`config.mk`:
```
export PLATFORM = sky130hd
export DESIGN_NAME = source_line_comment_counter_top
export DESIGN_NICKNAME = d
export VERILOG_FILES = /design/src/slcc_pkg.sv /design/src/slcc_core.sv /design/src/source_line_comment_counter_top.sv
export VERILOG_INCLUDE_DIRS = /design/src /design/src/src
export SDC_FILE = /design/constraint.sdc
export NUM_CORES = 1
export LEC_CHECK = 0
export ABC_AREA = 1
export CORE_ASPECT_RATIO = 1.2
export CORE_MARGIN = 4
export CORE_UTILIZATION = 55
export CTS_CLUSTER_SIZE = 16
export DETAILED_ROUTE_END_ITERATION = 10
export DONT_BUFFER_PORTS = 1
export GPL_ROUTABILITY_DRIVEN = 0
export PLACE_DENSITY = 0.7
export SLEW_MARGIN = 20
export SYNTH_ARGS = -nofsm -noshare
export SYNTH_HDL_FRONTEND = slang
export SYNTH_SLANG_ARGS = --single-unit
```
`constraint.sdc`:
```
create_clock -name clk -period 9.19 [get_ports clk]
set_clock_uncertainty 0.15 [all_clocks]
set_input_delay 0.4595 -clock clk [delete_from_list [all_inputs] [get_ports clk]]
set_output_delay 0.4595 -clock clk [all_outputs]
set_load 0.01 [all_outputs]
```
`src/source_line_comment_counter_top_assert.svh`:
```
// Assertion macros for the source line comment counter.
// Used by source_line_comment_counter_top; needs no other file.
`ifndef SOURCE_LINE_COMMENT_COUNTER_TOP_ASSERT_SVH
`define SOURCE_LINE_COMMENT_COUNTER_TOP_ASSERT_SVH

// Antecedent implies consequent in the same cycle.
`define SLCC_ASSERT_NOW(lbl, clk, rst, ante, cons) \
  lbl: assert property (@(posedge clk) disable iff (rst) (ante) |-> (cons)) \
    else $error("slcc assertion failed");

// Antecedent implies consequent in the next cycle.
`define SLCC_ASSERT_NEXT(lbl, clk, rst, ante, cons) \
  lbl: assert property (@(posedge clk) disable iff (rst) (ante) |=> (cons)) \
    else $error("slcc assertion failed");

`endif

```
`src/slcc_pkg.sv`:
```
// Shared types, codes and the per-byte scan function of the line comment counter.
// No dependencies; used by slcc_core and source_line_comment_counter_top.
package slcc_pkg;

  localparam int COUNT_WIDTH_DEF = 32;
  localparam int OUT_WIDTH       = 32;

  typedef logic [2:0] kind_t;

  localparam kind_t KIND_NEWLINE = 3'd0;
  localparam kind_t KIND_LINE    = 3'd1;
  localparam kind_t KIND_START   = 3'd2;
  localparam kind_t KIND_END     = 3'd3;
  localparam kind_t KIND_OTHER   = 3'd4;
  localparam kind_t KIND_NONE    = 3'd7;

  localparam logic [7:0] CH_NUL    = 8'h00;
  localparam logic [7:0] CH_TAB    = 8'h09;
  localparam logic [7:0] CH_NL     = 8'h0A;
  localparam logic [7:0] CH_VT     = 8'h0B;
  localparam logic [7:0] CH_FF     = 8'h0C;
  localparam logic [7:0] CH_CR     = 8'h0D;
  localparam logic [7:0] CH_SPACE  = 8'h20;
  localparam logic [7:0] CH_DQUOTE = 8'h22;
  localparam logic [7:0] CH_SQUOTE = 8'h27;
  localparam logic [7:0] CH_STAR   = 8'h2A;
  localparam logic [7:0] CH_SLASH  = 8'h2F;

  typedef struct packed {
    logic [7:0] held_byte;
    logic       held_valid;
    logic       in_quote;
    kind_t      newest_kind;
    logic       have_token;
    logic       pending_is_first;
    kind_t      before_kind;
    logic       block_scope;
  } scan_t;

  localparam scan_t SCAN_RESET = '{
    held_byte:        8'h00,
    held_valid:       1'b0,
    in_quote:         1'b0,
    newest_kind:      KIND_NEWLINE,
    have_token:       1'b0,
    pending_is_first: 1'b1,
    before_kind:      KIND_NONE,
    block_scope:      1'b0
  };

  typedef struct packed {
    scan_t      st;
    logic       consumed;
    logic       inc_line;
    logic [1:0] inc_blank;
    logic       inc_comment;
  } judge_t;

  typedef struct packed {
    logic [OUT_WIDTH-1:0] line_total;
    logic [OUT_WIDTH-1:0] blank_total;
    logic [OUT_WIDTH-1:0] comment_total;
  } result_t;

  function automatic logic is_space(logic [7:0] c);
    return (c == CH_SPACE) || (c == CH_TAB) || (c == CH_NL) ||
           (c == CH_VT) || (c == CH_FF) || (c == CH_CR);
  endfunction

  // Judge byte c with lookahead n. A new token scores the one before it.
  function automatic judge_t slcc_judge(scan_t st, logic [7:0] c, logic [7:0] n);
    judge_t r;
    logic   emit_en;
    kind_t  kind;
    logic   at_start;
    r             = '0;
    r.st          = st;
    emit_en       = 1'b0;
    kind          = KIND_OTHER;
    case (st.newest_kind)
      KIND_LINE: begin
        if (c == CH_NL) begin
          emit_en = 1'b1;
          kind    = KIND_NEWLINE;
        end
      end
      KIND_START: begin
        if (c == CH_NL) begin
          emit_en = 1'b1;
          kind    = KIND_NEWLINE;
        end else if (c == CH_STAR && n == CH_SLASH) begin
          emit_en    = 1'b1;
          kind       = KIND_END;
          r.consumed = 1'b1;
        end
      end
      default: begin
        if (is_space(c)) begin
          if (c == CH_NL) begin
            emit_en = 1'b1;
            kind    = KIND_NEWLINE;
          end
        end else if (st.in_quote) begin
          if (c == CH_DQUOTE) r.st.in_quote = 1'b0;
        end else if (c == CH_SQUOTE) begin
          r.consumed = 1'b1;
        end else if (c == CH_DQUOTE) begin
          r.st.in_quote = 1'b1;
        end else if (c == CH_SLASH && n == CH_SLASH) begin
          emit_en    = 1'b1;
          kind       = KIND_LINE;
          r.consumed = 1'b1;
        end else if (c == CH_SLASH && n == CH_STAR) begin
          emit_en    = 1'b1;
          kind       = KIND_START;
          r.consumed = 1'b1;
        end else if (c == CH_STAR && n == CH_SLASH) begin
          emit_en    = 1'b1;
          kind       = KIND_END;
          r.consumed = 1'b1;
        end else if (st.newest_kind != KIND_OTHER) begin
          emit_en = 1'b1;
          kind    = KIND_OTHER;
        end
      end
    endcase

    at_start = st.pending_is_first || (st.before_kind == KIND_NEWLINE);
    if (emit_en) begin
      if (st.have_token) begin
        case (st.newest_kind)
          KIND_NEWLINE: begin
            r.inc_line  = 1'b1;
            r.inc_blank = {1'b0, st.pending_is_first} + {1'b0, kind == KIND_NEWLINE};
            r.inc_comment = (kind != KIND_NEWLINE) && st.block_scope;
          end
          KIND_LINE: begin
            r.inc_comment = !st.block_scope && at_start;
          end
          KIND_START: begin
            r.inc_comment    = !st.block_scope && at_start;
            r.st.block_scope = 1'b1;
          end
          KIND_END: begin
            r.st.block_scope = 1'b0;
          end
          default: begin
          end
        endcase
        r.st.before_kind      = st.newest_kind;
        r.st.pending_is_first = 1'b0;
      end else begin
        r.st.have_token       = 1'b1;
        r.st.pending_is_first = 1'b1;
        r.st.before_kind      = KIND_NONE;
      end
      r.st.newest_kind = kind;
    end
    return r;
  endfunction

endpackage

```
`src/slcc_core.sv`:
```
// Scan state and saturating line counters of the line comment counter.
// Depends on slcc_pkg; the result appears combinationally on a final byte.
module slcc_core
  import slcc_pkg::*;
#(
  parameter int COUNT_WIDTH = COUNT_WIDTH_DEF
) (
  input  logic       clk,
  input  logic       rst,
  input  logic       accept,
  input  logic [7:0] text_byte,
  input  logic       is_final,
  output logic       res_valid,
  output result_t    res
);

  localparam logic [COUNT_WIDTH-1:0] COUNT_ONE = COUNT_WIDTH'(1);

  scan_t                  scan;
  scan_t                  scan_mid;
  logic [COUNT_WIDTH-1:0] line_count;
  logic [COUNT_WIDTH-1:0] blank_count;
  logic [COUNT_WIDTH-1:0] comment_count;
  logic [COUNT_WIDTH-1:0] line_count_next;
  logic [COUNT_WIDTH-1:0] blank_count_next;
  logic [COUNT_WIDTH-1:0] comment_count_next;

  judge_t     j_first;
  judge_t     j_last;
  logic       use_first;
  logic       use_last;
  logic [1:0] inc_line;
  logic [2:0] inc_blank;
  logic [1:0] inc_comment;

  // Repeated saturating bumps collapse into one clamped add.
  function automatic logic [COUNT_WIDTH-1:0] sat_add(logic [COUNT_WIDTH-1:0] v,
                                                     logic [2:0] inc);
    logic [COUNT_WIDTH:0] sum;
    sum = {1'b0, v} + (COUNT_WIDTH + 1)'(inc);
    return sum[COUNT_WIDTH] ? {COUNT_WIDTH{1'b1}} : sum[COUNT_WIDTH-1:0];
  endfunction

  always_comb begin
    use_first = scan.held_valid;
    j_first   = slcc_judge(scan, scan.held_byte, text_byte);
    if (!use_first) begin
      scan_mid            = scan;
      scan_mid.held_byte  = text_byte;
      scan_mid.held_valid = 1'b1;
    end else if (j_first.consumed) begin
      scan_mid            = j_first.st;
      scan_mid.held_valid = 1'b0;
    end else begin
      scan_mid           = j_first.st;
      scan_mid.held_byte = text_byte;
    end
    // On the last byte the held byte is judged against a zero lookahead.
    use_last = is_final && scan_mid.held_valid;
    j_last   = slcc_judge(scan_mid, scan_mid.held_byte, CH_NUL);

    inc_line    = {1'b0, use_first & j_first.inc_line} + {1'b0, use_last & j_last.inc_line};
    inc_blank   = {1'b0, use_first ? j_first.inc_blank : 2'b00}
                + {1'b0, use_last ? j_last.inc_blank : 2'b00};
    inc_comment = {1'b0, use_first & j_first.inc_comment}
                + {1'b0, use_last & j_last.inc_comment};

    line_count_next    = sat_add(line_count, {1'b0, inc_line});
    blank_count_next   = sat_add(blank_count, inc_blank);
    comment_count_next = sat_add(comment_count, {1'b0, inc_comment});
  end

  always_ff @(posedge clk) begin
    if (rst) begin
      scan          <= SCAN_RESET;
      line_count    <= COUNT_ONE;
      blank_count   <= '0;
      comment_count <= '0;
    end else if (accept) begin
      if (is_final) begin
        scan          <= SCAN_RESET;
        line_count    <= COUNT_ONE;
        blank_count   <= '0;
        comment_count <= '0;
      end else begin
        scan          <= scan_mid;
        line_count    <= line_count_next;
        blank_count   <= blank_count_next;
        comment_count <= comment_count_next;
      end
    end
  end

  assign res_valid = accept && is_final;

  generate
    if (COUNT_WIDTH >= OUT_WIDTH) begin : g_trunc
      assign res.line_total    = line_count_next[OUT_WIDTH-1:0];
      assign res.blank_total   = blank_count_next[OUT_WIDTH-1:0];
      assign res.comment_total = comment_count_next[OUT_WIDTH-1:0];
    end else begin : g_ext
      assign res.line_total    = {{(OUT_WIDTH-COUNT_WIDTH){1'b0}}, line_count_next};
      assign res.blank_total   = {{(OUT_WIDTH-COUNT_WIDTH){1'b0}}, blank_count_next};
      assign res.comment_total = {{(OUT_WIDTH-COUNT_WIDTH){1'b0}}, comment_count_next};
    end
  endgenerate

endmodule

```
`src/source_line_comment_counter_top.sv`:
```
// Top level of the source line comment counter: scan core plus output skid buffer.
// Depends on slcc_pkg, slcc_core and source_line_comment_counter_top_assert.svh.
//
// Usage:
//   Input channel (in_valid, in_stall, text_byte, is_final) carries one byte of
//   C source per transfer; is_final marks the last byte of a file.
//   Output channel (out_valid, out_stall, line_total, blank_total,
//   comment_total) carries one result per file: total, blank and comment
//   line counts, each saturating at 2^COUNT_WIDTH - 1 and shown as 32 bits.
//   Throughput: one byte per cycle while in_stall is low. The scan state updates
//   in the cycle a byte is taken; the result of a final byte is registered and
//   shows on out_valid from the output register, or first waits in the skid.
//   When the receiver stalls, the result holds in the output register and
//   bytes keep flowing; a second result parks in a skid register, and only
//   then is in_stall raised until the output drains.
//   Reset (rst, synchronous) clears the scan state, sets the counts to one,
//   zero and zero and empties the output. After each final byte the scan
//   state returns to that same reset state for the next file.
`include "source_line_comment_counter_top_assert.svh"

module source_line_comment_counter_top
  import slcc_pkg::*;
#(
  parameter int COUNT_WIDTH = COUNT_WIDTH_DEF
) (
  input  logic                 clk,
  input  logic                 rst,
  input  logic                 in_valid,
  output logic                 in_stall,
  input  logic [7:0]           text_byte,
  input  logic                 is_final,
  output logic                 out_valid,
  input  logic                 out_stall,
  output logic [OUT_WIDTH-1:0] line_total,
  output logic [OUT_WIDTH-1:0] blank_total,
  output logic [OUT_WIDTH-1:0] comment_total
);

  logic    accept;
  logic    res_valid;
  result_t res;
  result_t main_res;
  result_t skid_res;
  logic    skid_valid;
  logic    out_fire;

  assign in_stall = skid_valid;
  assign accept   = in_valid && !in_stall;
  assign out_fire = out_valid && !out_stall;

  slcc_core #(
    .COUNT_WIDTH(COUNT_WIDTH)
  ) u_core (
    .clk       (clk),
    .rst       (rst),
    .accept    (accept),
    .text_byte (text_byte),
    .is_final  (is_final),
    .res_valid (res_valid),
    .res       (res)
  );

  always_ff @(posedge clk) begin
    if (rst) begin
      out_valid  <= 1'b0;
      skid_valid <= 1'b0;
    end else if (!out_valid || out_fire) begin
      if (skid_valid) begin
        out_valid  <= 1'b1;
        skid_valid <= 1'b0;
      end else begin
        out_valid <= res_valid;
      end
    end else if (res_valid) begin
      skid_valid <= 1'b1;
    end
  end

  always_ff @(posedge clk) begin
    if (!out_valid || out_fire) begin
      main_res <= skid_valid ? skid_res : res;
    end else if (res_valid) begin
      skid_res <= res;
    end
  end

  assign line_total    = main_res.line_total;
  assign blank_total   = main_res.blank_total;
  assign comment_total = main_res.comment_total;

  // The skid only fills behind a held result.
  `SLCC_ASSERT_NOW(a_skid_behind_main, clk, rst, skid_valid, out_valid)
  // No new result may arrive while the skid is occupied.
  `SLCC_ASSERT_NOW(a_no_result_when_full, clk, rst, res_valid, !skid_valid)
  // A draining output moves the skid entry forward and frees the input.
  `SLCC_ASSERT_NEXT(a_skid_drains, clk, rst, skid_valid && !out_stall,
                    out_valid && !skid_valid)

endmodule
```
==> results.ini <==
[status]
status = complete, no violations

[floorplanning]
rows = 64
die_area_mm2 = 0.02910
die_height_um = 186.1
core_area_mm2 = 0.02578
fp.dieW_um = 156.4
boundaryPins = 111
start_util_pct = 56.36

[global_routing]
grt_pass1_vias = 10592
grt_pass1_wl_mm = 52.57
antenna_found_initial = 0
overflow = 0
grt_usage_pct = 21.74
grt_max_degree = 112

[synthesis]
yosysSeqAreaShare_pct = 55.79
synthArstFlopShare_pct = 0
synth.distinct_cells = 50
synthTopCellsByArea = edfxtp_1 40%, dfxtp_1 16%, nand2_1 15%
ys_top_cells_by_count = 565 x nand2_1, 192 x edfxtp_1, 126 x nor2_1
synth_top_area_share_pct = 39.68
yosysMostFrequentCell = nand2_1
avgSynthCellArea_um2 = 8.681
ys_ff_latch = 309
synth_area_mm2 = 0.01453
syn_nets = 1698
ys_warn_count = 0
yosysTopAreaCell = edfxtp_1
syn-instance-count = 1674
synth_flop_cell = edfxtp_1
synth-edff-count = 192

[min_path]
holdPathEnd = u_core.j_first[19]
whs_path_depth = 4
holdCritStartpoint = text_byte[3]
hold_path_class = primary input to flop

[sta]
setup_viol = 0
final-hold-violation-count = 0
tightestPinTransition_ns = 1.018
hold_ws_ns = 0.04613
max_slew_margin_pct = 32.14
setup_slack_ns = 3.473
tns_ns = 0
timing.final.crit_share_pct = 62.21
period_minus_slack_ns = 5.717
slew_violations = 0
clock.fmax_mhz = 174.9
rsz0062_at_grt = false

[worst_setup_path]
reg2reg_depth = 36
critPathRequiredTime_ns = 9.51
worstPathArrival_ns = 6.04
worstSetupStartpoint = u_core.j_first[17]
crit_fanout = 46
r2r-end = u_core.blank_count[30]
r2r_setup_slack_ns = 3.47
critPathKind = flop to flop
cp-end-kind = flop
critPathLaunchType = flop
reg2reg_from = u_core.j_first[17]
slowest_stage = nand3_2
cp_common_cell = nand2_1
cpPeakStageDelay_ns = 0.78

[detailed_routing]
drc_errors = 0
drt_wl_total_mm = 31.46
routedWlPerCell_um = 15.69
ant_nets = 0
dr.pass1.iters = 5
vias = 10946
drtIter0Drc = 712
viasPerCell = 5.459

[job]
cap_violations = 0

[placement]
pre_cts_ws_ns = 3.478
dp_cells = 1943
dp_hpwl_mm = 19.92
dpl-instance-area_mm2 = 0.01478
portBuffers = 0

[clocking]
cts_sinks = 309
cts_setup_buffers = 0
htree_levels = 1
cts_tree = yes
cts_buffer_depth = 3
cts_buffers = 30
clk_latency_ns = 0.56
path_clk_slew_ns = 0.06
clockRootBuffer = clkbuf_16

[finish]
fin_cells = 2005
drive_gt1_share_pct = 8.060
antenna_cells = 0
stdcell_area_mm2 = 0.01582
final_nets = 1675
areaGrowthSynthToFinish_pct = 8.894
post-route-util_pct = 61.37

[pwr]
irDropWorstVdd_mv = 0.1168
p_leak_nw = 6.096
p_per_area_mw_per_mm2 = 177.0
total_power_mw = 2.801

flip-flops by register name (all words and copies together), names as in the netlist:
name and cells:
u_core.j_first 8, blank_total 32, u_core.line_count 32, u_core.scan 10, line_total 32, out_valid 1
u_core.comment_count 32, u_core.use_first 1, comment_total 32, skid_res 96, in_stall 1, u_core.blank_count 32
cell usage in the layout, fill, tap and decap left out, types with 3 or more instances in the layout:
master / Yosys / layout
nand2_1: 565 / 563
edfxtp_1: 192 / 192
nor2_1: 126 / 124
inv_1: 122 / 121
a21oi_1: 119 / 119
dfxtp_1: 117 / 116
nand3_1: 82 / 82
a31oi_1: 53 / 53
clkbuf_16: 0 / 31
nor3_1: 25 / 25
xor2_1: 25 / 25
o21ai_0: 23 / 23
xnor2_1: 19 / 19
nand4_1: 16 / 16
or2_2: 13 / 13
nand3_2: 12 / 12
nand2_2: 12 / 12
nor2_2: 11 / 11
clkbuf_1: 58 / 9
o21ai_1: 8 / 8
buf_4: 1 / 8
nor4_1: 7 / 7
nor2_4: 5 / 7
clkinv_2: 0 / 7
inv_2: 6 / 6
ha_1: 6 / 6
fa_1: 5 / 5
dlygate4sd3_1: 0 / 5
clkinv_1: 0 / 4
nand3b_1: 3 / 3
nor4_2: 3 / 3
o22ai_1: 3 / 3
worst max-delay path, delay by kind of cell, from the launching register on:
family / cells / cell delay (ns)
adders and majority gates: 2 / 0.68
buffers and inverters: 4 / 0.22
DFF: 1 / 0.39
AOI/OAI and AO/OA: 2 / 0.25
and+or+nand+nor: 28 / 3.93
routing by layer:
metal	GRT usage (%)	share of wire [%]	up-vias
met5	0	0	-
met4	4.688	1.6	0
met3	3.791	6.1	40
met2	36.98	48	272
met1	29.43	44	5114
li1	-	-	5520
power by group:
group,internal (mW),switching (mW),leakage [nW]
Combinational,0.0191,0.0621,2.77
Sequential,1.49,0.0235,2.86
Clock,0.690,0.516,0.476
Total,2.20,0.602,6.10
worst max-delay path by stage:
stage                                         to  depth (start not counted)
after CTS                 u_core.blank_count[30]                         30
final                     u_core.blank_count[30]                         36
after floorplan                      skid_res[0]                          2
after global placement           blank_total[25]                         31
after global routing      u_core.blank_count[30]                         32
after detailed placement  u_core.blank_count[30]                         31
logic make-up (layout without fill, tap and decap cells):
logic type      count (synthesis)  count (layout)  share of synthesized area (%)
compound gates                215             215                          8.085
mux                             3               3                         0.2153
buf+inv                       198             199                          5.201
xor+xnor                       44              44                          2.652
fa+ha+maj                      11              11                          1.205
flops                         309             309                          55.79
simple gates                  894             894                          26.85
repair_timing:
item | 4_1_cts | 5_1_grt
hold endpoints to repair | 111 | 0
resized for setup | 0 | 0
hold buffers | 6 | 0
setup endpoints to repair | 0 | 0
cell type report:
cell class | instances | area [µm²]
Fill cell | 2212 | 9961
Sequential cell | 309 | 8109
Multi-Input combinational cell | 1167 | 5698
Clock buffer | 42 | 837.1
Inverter | 128 | 483.0
Tap cell | 330 | 412.9
Timing Repair Buffer | 15 | 157.7
Clock inverter | 14 | 126.4
No activity file was read; power rests on OpenSTA's default activity.
